File: src/hdl/pcbd_pkg.sv
// ----------------------------------------------------------------------------
// Path cost balance direction - package
// Fixed field widths, direction limits and the command/status words that
// run between the controller and the datapath.
// ----------------------------------------------------------------------------
package pcbd_pkg;

   localparam int WORD_BITS = 32;   // cost and delta word width
   localparam int IDX_BITS  = 6;    // path_index field width
   localparam int DIR_BITS  = 34;   // direction field width

   localparam longint DIR_MAX = 64'sd8589934591;
   localparam longint DIR_MIN = -64'sd8589934592;

   // Controller to datapath
   typedef struct packed {
      logic load;       // take one cost word into the batch
      logic clear;      // return batch statistics to reset values
      logic div_start;  // launch the mean division
      logic rd;         // read the stored cost at the walk index
      logic put_dir;    // issue one direction word
      logic put_eq;     // issue the equilibrated word
   } cmd_type;

   // Datapath to controller
   typedef struct packed {
      logic spread_ok;  // spread within delta (or empty batch)
      logic div_done;   // mean is ready
      logic last_idx;   // walk index is the final stored path
      logic out_free;   // output register can take a word
   } sts_type;

endpackage

File: src/hdl/pcbd_div.sv
// ----------------------------------------------------------------------------
// Path cost balance direction - mean divider
// Restoring unsigned divider, one quotient bit per cycle, MSB first.
// ----------------------------------------------------------------------------
module pcbd_div #(
   parameter int DW = 39,   // dividend width
   parameter int VW = 7     // divisor width
) (
   input  logic          clock,
   input  logic          reset,
   input  logic          start,
   input  logic [DW-1:0] dividend,
   input  logic [VW-1:0] divisor,
   output logic [DW-1:0] quotient,
   output logic          done
);

   localparam int KW = $clog2(DW + 1);

   logic [DW-1:0] quo_ff, quo_in;
   logic [VW-1:0] rem_ff, rem_in;
   logic [VW-1:0] dvs_ff;
   logic [KW-1:0] cnt_ff;
   logic          busy_ff;
   logic          done_ff;
   logic [VW:0]   rem_sh;
   logic          take;

   // Shift in the next dividend bit and try a subtract
   always_comb begin
      rem_sh = {rem_ff, quo_ff[DW-1]};
      take   = (rem_sh >= {1'b0, dvs_ff});
      if (take) begin
         rem_in = VW'(rem_sh - {1'b0, dvs_ff});
      end else begin
         rem_in = rem_sh[VW-1:0];
      end
      quo_in = {quo_ff[DW-2:0], take};
   end

   // Sequence control
   always_ff @(posedge clock) begin
      if (reset) begin
         busy_ff <= 1'b0;
         done_ff <= 1'b0;
         cnt_ff  <= '0;
      end else if (start) begin
         busy_ff <= 1'b1;
         done_ff <= 1'b0;
         cnt_ff  <= KW'(DW);
      end else if (busy_ff) begin
         cnt_ff <= cnt_ff - 1'b1;
         if (cnt_ff == KW'(1)) begin
            busy_ff <= 1'b0;
            done_ff <= 1'b1;
         end
      end
   end

   // Operand and partial remainder registers
   always_ff @(posedge clock) begin
      if (start) begin
         quo_ff <= dividend;
         rem_ff <= '0;
         dvs_ff <= divisor;
      end else if (busy_ff) begin
         quo_ff <= quo_in;
         rem_ff <= rem_in;
      end
   end

   assign quotient = quo_ff;
   assign done     = done_ff;

endmodule

File: src/hdl/pcbd_dpath.sv
// ----------------------------------------------------------------------------
// Path cost balance direction - datapath
// Cost store, running sum/min/max, delta register, mean divider, the
// direction walk accumulator and the output register.
// ----------------------------------------------------------------------------
module pcbd_dpath #(
   parameter int MAX_PATHS = 64,
   parameter int COST_BITS = 32
) (
   input  logic                                  clock,
   input  logic                                  reset,
   input  pcbd_pkg::cmd_type                     cmd,
   output pcbd_pkg::sts_type                     sts,
   input  logic [pcbd_pkg::WORD_BITS-1:0]        req_cost,
   input  logic                                  csr_we,
   input  logic [pcbd_pkg::WORD_BITS-1:0]        csr_wdata,
   input  logic                                  rsp_ready,
   output logic                                  rsp_valid,
   output logic [pcbd_pkg::IDX_BITS-1:0]         rsp_path_index,
   output logic signed [pcbd_pkg::DIR_BITS-1:0]  rsp_direction,
   output logic                                  rsp_equilibrated,
   output logic                                  rsp_overflow,
   output logic                                  rsp_run_end
);

   localparam int CW   = (COST_BITS < pcbd_pkg::WORD_BITS) ? COST_BITS : pcbd_pkg::WORD_BITS;
   localparam int CNTW = $clog2(MAX_PATHS + 1);
   localparam int IW   = $clog2(MAX_PATHS);
   localparam int SUMW = CW + CNTW;
   localparam int ACCW = (SUMW + 2 > pcbd_pkg::DIR_BITS + 1) ? SUMW + 2
                                                              : pcbd_pkg::DIR_BITS + 1;
   localparam logic signed [ACCW-1:0] DIR_HI = ACCW'(pcbd_pkg::DIR_MAX);
   localparam logic signed [ACCW-1:0] DIR_LO = ACCW'(pcbd_pkg::DIR_MIN);

   logic [CW-1:0]   cost_mem [MAX_PATHS];
   logic [CW-1:0]   cost_in;
   logic [CNTW-1:0] count_ff;
   logic [SUMW-1:0] sum_ff;
   logic [CW-1:0]   min_ff;
   logic [CW-1:0]   max_ff;
   logic            ovf_ff;
   logic            full;
   logic [pcbd_pkg::WORD_BITS-1:0] delta_ff;
   logic [SUMW-1:0] mean;
   logic            div_done;
   logic [IW-1:0]   idx_ff;
   logic [CW-1:0]   rd_data_ff;
   logic signed [ACCW-1:0] acc_ff;
   logic signed [ACCW-1:0] dir_step;
   logic signed [ACCW-1:0] dir_raw;
   logic signed [ACCW-1:0] dir_sat;
   logic            last_idx;
   logic            out_free;
   logic            rsp_valid_ff;
   logic [pcbd_pkg::IDX_BITS-1:0]        idx_out_ff;
   logic signed [pcbd_pkg::DIR_BITS-1:0] dir_out_ff;
   logic            eq_out_ff;
   logic            ovf_out_ff;
   logic            end_out_ff;

   assign cost_in = req_cost[CW-1:0];
   assign full    = (count_ff == CNTW'(MAX_PATHS));

   // Delta register
   always_ff @(posedge clock) begin
      if (reset) begin
         delta_ff <= '0;
      end else if (csr_we) begin
         delta_ff <= csr_wdata;
      end
   end

   // Store one cost word while there is room
   always_ff @(posedge clock) begin
      if (cmd.load && !full) begin
         cost_mem[count_ff[IW-1:0]] <= cost_in;
      end
      if (cmd.rd) begin
         rd_data_ff <= cost_mem[idx_ff];
      end
   end

   // Batch statistics: count, sum, min, max, overflow
   always_ff @(posedge clock) begin
      if (reset || cmd.clear) begin
         count_ff <= '0;
         sum_ff   <= '0;
         min_ff   <= '1;
         max_ff   <= '0;
         ovf_ff   <= 1'b0;
      end else if (cmd.load) begin
         if (full) begin
            ovf_ff <= 1'b1;
         end else begin
            count_ff <= count_ff + 1'b1;
            sum_ff   <= sum_ff + SUMW'(cost_in);
            if (cost_in < min_ff) begin
               min_ff <= cost_in;
            end
            if (cost_in > max_ff) begin
               max_ff <= cost_in;
            end
         end
      end
   end

   // Mean = sum / count
   pcbd_div #(
      .DW (SUMW),
      .VW (CNTW)
   ) u_div (
      .clock    (clock),
      .reset    (reset),
      .start    (cmd.div_start),
      .dividend (sum_ff),
      .divisor  (count_ff),
      .quotient (mean),
      .done     (div_done)
   );

   // Walk index and running sum of issued directions
   always_ff @(posedge clock) begin
      if (reset || cmd.div_start) begin
         idx_ff <= '0;
         acc_ff <= '0;
      end else if (cmd.put_dir) begin
         idx_ff <= idx_ff + 1'b1;
         acc_ff <= acc_ff + dir_step;
      end
   end

   // Direction: mean minus cost, or the balancing term on the final path
   always_comb begin
      dir_step = ACCW'(mean) - ACCW'(rd_data_ff);
      dir_raw  = last_idx ? -acc_ff : dir_step;
      if (dir_raw > DIR_HI) begin
         dir_sat = DIR_HI;
      end else if (dir_raw < DIR_LO) begin
         dir_sat = DIR_LO;
      end else begin
         dir_sat = dir_raw;
      end
   end

   assign last_idx = ((CNTW'(idx_ff) + 1'b1) == count_ff);
   assign out_free = !rsp_valid_ff || rsp_ready;

   // Output register: load a word, drop valid once it is taken
   always_ff @(posedge clock) begin
      if (reset) begin
         rsp_valid_ff <= 1'b0;
      end else if (cmd.put_dir || cmd.put_eq) begin
         rsp_valid_ff <= 1'b1;
      end else if (rsp_ready) begin
         rsp_valid_ff <= 1'b0;
      end
   end

   always_ff @(posedge clock) begin
      if (cmd.put_eq) begin
         idx_out_ff <= '0;
         dir_out_ff <= '0;
         eq_out_ff  <= 1'b1;
         ovf_out_ff <= ovf_ff;
         end_out_ff <= 1'b1;
      end else if (cmd.put_dir) begin
         idx_out_ff <= pcbd_pkg::IDX_BITS'(idx_ff);
         dir_out_ff <= dir_sat[pcbd_pkg::DIR_BITS-1:0];
         eq_out_ff  <= 1'b0;
         ovf_out_ff <= ovf_ff;
         end_out_ff <= last_idx;
      end
   end

   // Status to the controller
   assign sts.spread_ok = (count_ff == '0) ||
                          (pcbd_pkg::WORD_BITS'(max_ff - min_ff) <= delta_ff);
   assign sts.div_done  = div_done;
   assign sts.last_idx  = last_idx;
   assign sts.out_free  = out_free;

   assign rsp_valid        = rsp_valid_ff;
   assign rsp_path_index   = idx_out_ff;
   assign rsp_direction    = dir_out_ff;
   assign rsp_equilibrated = eq_out_ff;
   assign rsp_overflow     = ovf_out_ff;
   assign rsp_run_end      = end_out_ff;

endmodule

File: src/hdl/pcbd_ctrl.sv
// ----------------------------------------------------------------------------
// Path cost balance direction - controller
// Sequences load, spread check, mean division and the direction walk.
// ----------------------------------------------------------------------------
module pcbd_ctrl (
   input  logic              clock,
   input  logic              reset,
   input  logic              req_valid,
   input  logic              req_batch_end,
   output logic              req_ready,
   input  pcbd_pkg::sts_type sts,
   output pcbd_pkg::cmd_type cmd
);

   typedef enum logic [2:0] {
      ST_LOAD,
      ST_CHECK,
      ST_DIV,
      ST_RD,
      ST_PUT
   } state_type;

   state_type state_ff, state_in;
   logic      ready_ff;
   logic      accept;

   assign accept = req_valid && ready_ff;

   // Next state and commands
   always_comb begin
      state_in = state_ff;
      cmd      = '0;
      case (state_ff)
         ST_LOAD: begin
            if (accept) begin
               cmd.load = 1'b1;
               if (req_batch_end) begin
                  state_in = ST_CHECK;
               end
            end
         end
         ST_CHECK: begin
            if (sts.spread_ok) begin
               if (sts.out_free) begin
                  cmd.put_eq = 1'b1;
                  cmd.clear  = 1'b1;
                  state_in   = ST_LOAD;
               end
            end else begin
               cmd.div_start = 1'b1;
               state_in      = ST_DIV;
            end
         end
         ST_DIV: begin
            if (sts.div_done) begin
               state_in = ST_RD;
            end
         end
         ST_RD: begin
            cmd.rd   = 1'b1;
            state_in = ST_PUT;
         end
         ST_PUT: begin
            if (sts.out_free) begin
               cmd.put_dir = 1'b1;
               if (sts.last_idx) begin
                  cmd.clear = 1'b1;
                  state_in  = ST_LOAD;
               end else begin
                  state_in = ST_RD;
               end
            end
         end
         default: begin
            state_in = ST_LOAD;
         end
      endcase
   end

   // Hold state and the registered ready
   always_ff @(posedge clock) begin
      if (reset) begin
         state_ff <= ST_LOAD;
         ready_ff <= 1'b1;
      end else begin
         state_ff <= state_in;
         ready_ff <= (state_in == ST_LOAD);
      end
   end

   assign req_ready = ready_ff;

endmodule

File: src/hdl/path_cost_balance_direction_top.sv
// ----------------------------------------------------------------------------
// Path cost balance direction - top level
// Batch path-cost balancing: stats on load, then one equilibrated word or one direction per path.
// ----------------------------------------------------------------------------
// Usage:
//   req_* carries one path cost word per handshake; req_batch_end marks the
//   final word of a batch. Cost words are taken one per cycle while loading.
//   csr_we/csr_wdata write the delta tolerance; write it only while idle.
//   rsp_* returns result words. If max minus min cost is within delta, one
//   word with rsp_equilibrated set closes the batch. Otherwise one word per
//   stored path follows, in load order, rsp_run_end set on the final one.
//   After the batch-end word the controller runs the spread check, then the
//   bit-serial divider for the mean (quotient min(COST_BITS, 32) +
//   clog2(MAX_PATHS+1) bits wide), then the direction walk, in which each
//   word waits for a registered read of the cost store.
//   req_ready stays low from the batch-end word until the last result word
//   is in the output register.
//   A stalled rsp_ready holds the output register and pauses the walk; the
//   next batch may start loading while the final word waits.
//   Reset (synchronous) clears the batch statistics, delta and valid flags.
//   Words beyond MAX_PATHS are dropped and flag rsp_overflow.
// ----------------------------------------------------------------------------
module path_cost_balance_direction_top #(
   parameter int MAX_PATHS = 64,
   parameter int COST_BITS = 32
) (
   input  logic                                  clock,
   input  logic                                  reset,
   input  logic                                  req_valid,
   output logic                                  req_ready,
   input  logic [pcbd_pkg::WORD_BITS-1:0]        req_cost,
   input  logic                                  req_batch_end,
   input  logic                                  csr_we,
   input  logic [pcbd_pkg::WORD_BITS-1:0]        csr_wdata,
   output logic                                  rsp_valid,
   input  logic                                  rsp_ready,
   output logic [pcbd_pkg::IDX_BITS-1:0]         rsp_path_index,
   output logic signed [pcbd_pkg::DIR_BITS-1:0]  rsp_direction,
   output logic                                  rsp_equilibrated,
   output logic                                  rsp_overflow,
   output logic                                  rsp_run_end
);

   pcbd_pkg::cmd_type cmd;
   pcbd_pkg::sts_type sts;

   // Sequencer
   pcbd_ctrl u_ctrl (
      .clock         (clock),
      .reset         (reset),
      .req_valid     (req_valid),
      .req_batch_end (req_batch_end),
      .req_ready     (req_ready),
      .sts           (sts),
      .cmd           (cmd)
   );

   // Store, statistics, divider and output register
   pcbd_dpath #(
      .MAX_PATHS (MAX_PATHS),
      .COST_BITS (COST_BITS)
   ) u_dpath (
      .clock            (clock),
      .reset            (reset),
      .cmd              (cmd),
      .sts              (sts),
      .req_cost         (req_cost),
      .csr_we           (csr_we),
      .csr_wdata        (csr_wdata),
      .rsp_ready        (rsp_ready),
      .rsp_valid        (rsp_valid),
      .rsp_path_index   (rsp_path_index),
      .rsp_direction    (rsp_direction),
      .rsp_equilibrated (rsp_equilibrated),
      .rsp_overflow     (rsp_overflow),
      .rsp_run_end      (rsp_run_end)
   );

endmodule

File: config.mk
export PLATFORM = sky130hd
export DESIGN_NAME = path_cost_balance_direction_top
export DESIGN_NICKNAME = d
export VERILOG_FILES = /design/src/hdl/pcbd_pkg.sv /design/src/hdl/pcbd_div.sv /design/src/hdl/pcbd_dpath.sv /design/src/hdl/pcbd_ctrl.sv /design/src/hdl/path_cost_balance_direction_top.sv
export SDC_FILE = /design/constraint.sdc
export NUM_CORES = 2
export LEC_CHECK = 0
export BUFFER_PORTS_ARGS = -buffer_cell sky130_fd_sc_hd__buf_2
export CAP_MARGIN = 25
export CORE_UTILIZATION = 25
export DETAILED_ROUTE_END_ITERATION = 8
export PLACE_DENSITY = 0.44
export SLEW_MARGIN = 20
export SYNTH_ARGS = -nofsm -noshare
export SYNTH_HDL_FRONTEND = slang
export SYNTH_HIERARCHICAL = 1
export SYNTH_SLANG_ARGS = --single-unit
File: constraint.sdc
create_clock -name clock -period 9.7 [get_ports clock]
set_clock_uncertainty 0.1 [all_clocks]
set_input_delay 1.94 -clock clock [delete_from_list [all_inputs] [get_ports clock]]
set_output_delay 1.94 -clock clock [all_outputs]
set_load 0.05 [all_outputs]
# Yosys cells after proc, flatten, opt, wreduce, memory -nomap -nowiden
# Memories as Yosys holds them, arrays and structs flattened. A register that Yosys moved wholly into a read port is not among the register bits.
# Index checks and enable logic that the tools add are counted.
# word_totals
register_bits	299
ram_bits	2048
input_bits	70
out_inout_bits	45
word_cells	106
mem_count	1
# memory_table
memory	depth	width	rd	rd_clocked_by_memory_dff	wr	line	rtl
u_dpath.cost_mem	64	32	1	1	1	pcbd_dpath.sv:35	logic [CW-1:0] cost_mem [MAX_PATHS];
# op_classes
addsub	10
magnitude_cmp	6
eq_ne	7
n_mux	37
bitwise	1
reduce_logical	21
# ops
cell	count
39-bit 2-to-1 mux	2
34-bit 2-to-1 mux	2
41-bit by 40-bit adder with 41-bit output	1
41-bit by 34-bit greater-than comparator with 1-bit output (second input constant)	1
41-bit by 34-bit less-than comparator with 1-bit output (second input constant)	1
41-bit 2-to-1 mux	1
41-bit negation	1
39-bit by 32-bit subtractor with 40-bit output	1
39-bit by 32-bit adder with 39-bit output	1
32-bit greater-than comparator	1
32-bit <= comparator	1
32-bit less-than comparator	1
32-bit subtractor	1
1-bit 2-to-1 mux	20
3-bit 2-to-1 mux	6
3-bit one-hot mux with 5 select lines	1
6-bit 2-to-1 mux	2
8-bit by 7-bit greater-or-equal comparator with 1-bit output	1
6-bit by 1-bit adder with 7-bit output (second input constant)	1
7-bit by 1-bit adder with 7-bit output (second input constant)	1
7-bit equality test	1
7-bit equality test (second input constant)	1
7-bit zero test	1
7-bit 2-to-1 mux	1
other kinds (18)	31

# Logic depth before layout (Yosys ltp)
# logic_depth
ltp_word	7
ltp_mapped	32
mapped_depth_nobuf	30

# By module
# The synthesis kept the hierarchy.
# modules_own_cells
module	instances	cells_each	area_per_inst_um2	seq_area_each_um2
pcbd_dpath	1	5419	97915.2	67154.4
pcbd_div	1	229	2990.4	1681.6
pcbd_ctrl	1	32	281.5	80.1

# Worst setup path after synthesis
# Ideal clock, no wire load.
# synth_path
path_kind	reg2reg
from	register u_dpath.min_ff[1]
to	register u_dpath.u_div.quo_ff[0], in the netlist u_dpath/u_div/quotient[0], enable pin
setup_time_ns	0.379
arrival_ns	6.240
slack_ns	2.981
stages_incl_launch_ff	23
n_path_buf	2
synth_period_minus_slack_ns	6.719
cell_sequence	dfxtp_1 -> inv_1 -> ha_1 -> nor2b_1 -> o21a_1 -> o21ai_0 -> nand2b_1 -> a31oi_1 -> o31ai_1 -> a221oi_1 -> o221ai_1 -> o41ai_1 -> o211ai_1 -> ha_1 -> nand4_1 -> or2_2 -> nor3_1 -> a21boi_0 -> o21ai_0 -> nor3_1 -> buf_2 -> buf_1 -> or2_2
# synth_lines
element	line	rtl
start: declaration	pcbd_dpath.sv:39	logic [CW-1:0] min_ff;
start signal: assignment	pcbd_dpath.sv:98	min_ff <= cost_in;
end signal: assignment	pcbd_div.sv:63	quo_ff <= dividend;
end signal: assignment	pcbd_div.sv:67	quo_ff <= quo_in;
end: declaration	pcbd_div.sv:20	logic [DW-1:0] quo_ff, quo_in;

==> metrics <==
status completed; Top FF cell, synth edfxtp_1; Crit Reg-Reg Startpoint u_dpath/min_ff[1]$_SDFFE_PP1P_; syn_nets 5999; Max-slew headroom 0.251; gr ovfl total 0; Final WS setup around 2.2 ns; synthesized area just over 100000 um2; Setup crit start u_dpath/min_ff[1]$_SDFFE_PP1P_; Worst Path Arrival around 8 ns; YS warnings 6; fmax 133 MHz; Rows 233; via density per instance 4.69; Root Buffer Master clkbuf_16; deepest clock path buffer count 4; leakage power 37.8 nW; Fin Hold WS 0.354 ns; vias in the first global route 55341; first-pass GRT wire length about 430 mm; CTS Hold Bufs 0; largest net degree at the start of global routing 119; top cell type's share of synthesized area 0.631; Antenna Nets Post-Route 0; Port Buf Inserts 114; CTS Buf Count 277; Peak supply drop 0.112 mV; Unique masters post-synth between 90 and 100; Cells after DPL 11093; CP required just over 10 ns; Seq cells post-synth around 2400; Layout Nets 6290; total die area about 410000 um2; DRC viols 0; IO Count 115; TritonCTS Sinks 2379; Die Y 638 um; final std cells w/o fill roughly 12000; antenna violations before repair 52; share of layout cells above drive strength 1 0.245; worst-path maximum fanout 59; main area contributors after synthesis edfxtp_1 63%, mux4_2 15%, dfxtp_1 5.0%; Slew @ Worst Pin between 1 and 1.5 ns; final setup vio count 0; Worst Setup End Kind register; Initial Utilization 0.251; DR pass1 iterations 6; pre-CTS WS between 2 and 2.5 ns; Syn Area/Cell 17.8 um2; Post-synth EDFFs ~2100; post-CTS setup buffers 0; Hold Path Class register to register; Fin. Hold Viols 0; total power 22.9 mW; Pwr per Cell Area slightly below 200 nW/um2; max_cap viols 0; RSZ-0062 raised after global routing false; Syn Inst Count 5680; most frequent cell after synthesis edfxtp_1; Via Count between 50000 and 60000; flop-to-flop setup slack 2.17 ns; most frequent cells after synthesis 2127 x edfxtp_1, 672 x mux4_2, 303 x nor2_1; Util after Layout 0.293; Routed wire per std cell 26.3 um; GRT Overall Usage 0.147; Placed Area 109000 um2; post-DP HPWL 188 mm; fin crit period ~7.5 ns; number of H-tree levels 5; final setup TNS 0 ns; DRT Wirelength 304 mm; class of the most critical setup path register to register; CTS tree built; starting DRC count in detailed routing 4745; Tcrit/Tclk final 0.776; share of synthesized registers carrying an async set or reset 0; crit start category register; hold_sp u_dpath/rsp_equilibrated$_SDFFE_PP1P_; post-synthesis sequential area ratio 0.681; clk_lat worst skew about 0.9 ns; post-synth top area cell edfxtp_1; final slew viol count 0; Layout area overhead 16.7%; clk slew on worst S/H paths around 0.06 ns; Design Area, Final roughly 120000 um2; CTS-repair resized insts 0; Placeable Area 403000 um2; Die Wd 638 um; Final Wtd Congestion 0.786
-- placed cells by master (no fill, tap or decap), drive strengths merged, types with 26 or more instances in the layout --
cell and n:
o21ai 120, mux2 56, edfxtp 2127, a21o 92, nand2b 36, dfxtp 252, nand2 207, inv 196
clkbuf 350, nand4 39, nand3 83, xor2 67, o31ai 49, mux2i 107, ha 244, a21oi 193
a211oi 55, xnor2 119, nor2 305, nor2b 26, clkinv 111, o21bai 30, mux4 672, nor3 38
buf 283, o21a 29
-- flip-flops by register name (all words and copies together) (netlist names), 3 cells and up --
register / count
u_ctrl/state_ff: 3
u_dpath/cost_mem: 2048
u_dpath/u_div/rem_ff: 7
u_dpath/rsp_direction: 34
u_dpath/delta_ff: 32
u_dpath/u_div/quotient: 39
u_dpath/u_div/dvs_ff: 7
u_dpath/count_ff: 7
u_dpath/rsp_path_index: 6
u_dpath/min_ff: 32
u_dpath/max_ff: 32
u_dpath/idx_ff: 6
u_dpath/acc_ff: 41
u_dpath/sum_ff: 39
u_dpath/rd_data_ff: 32
u_dpath/u_div/cnt_ff: 6
-- final cells by class --
type                       instances  area [um2]
fill                           39801      285000
sequential                      2379       68900
multi-input combinational       2841       31000
clock buffer                     350        7370
tap                             5405        6760
timing repair buffer             283        2030
clock inverter                   137        1260
inverter                         189         709
antenna                            9        22.5
-- critical path: stages, from the launching register on --
cell	delay [ns]
dfxtp_1	0.37
inv_1	0.09
ha_1	0.28
nor2b_1	0.13
o21a_1	0.19
o21ai_0	0.18
nand2b_1	0.13
a31oi_1	0.40
o31ai_1	0.24
a221oi_1	0.65
o221ai_1	0.30
o41ai_1	0.59
o211ai_1	0.20
ha_1	0.33
nand4_1	0.07
or2_2	0.30
nor3_1	0.28
a21boi_0	0.22
o21ai_0	0.22
nor3_2	0.23
buf_4	0.63
or2_2	0.61
buf_4	0.41
a211oi_1	0.08
-- layer usage --
metal  vias up  GRT usage  part of all wire
met5         -          0           0.00017
met1     28913      0.204              0.45
met2      1575      0.236              0.47
li1      23518          -                 -
met4         8     0.0386             0.025
met3       405     0.0265             0.060
-- logic make-up (layout without fill, tap and decap cells) --
family / count (synthesis) / in the layout / synth area share
buffers and inverters: 460 / 959 / 0.0179
adders and majority gates: 249 / 249 / 0.0312
and+or+nand+nor: 881 / 881 / 0.0419
AOI/OAI and AO/OA: 690 / 690 / 0.0456
muxes: 835 / 835 / 0.166
DFF: 2379 / 2379 / 0.681
other: 0 / 9 / 0
xor gates and xnor gates: 186 / 186 / 0.0161
-- worst paths after layout --
| path | endpoint | depth (start not counted) |
|---|---|---|
| min reg2reg | u_dpath/rsp_equilibrated$_SDFFE_PP1P_ | 1 |
| min | u_dpath/rsp_equilibrated$_SDFFE_PP1P_ | 1 |
| max | u_dpath/acc_ff[7]$_SDFFE_PP0P_ | 23 |
| max reg2reg | u_dpath/acc_ff[7]$_SDFFE_PP0P_ | 23 |
-- where the power goes --
| part | switching [mW] | internal, mW |
|---|---|---|
| combinational | 0.927 | 0.487 |
| sequential | 0.0811 | 11.3 |
| clock | 4.27 | 5.85 |
| total | 5.28 | 17.6 |
(Power assumes the default switching activity.)
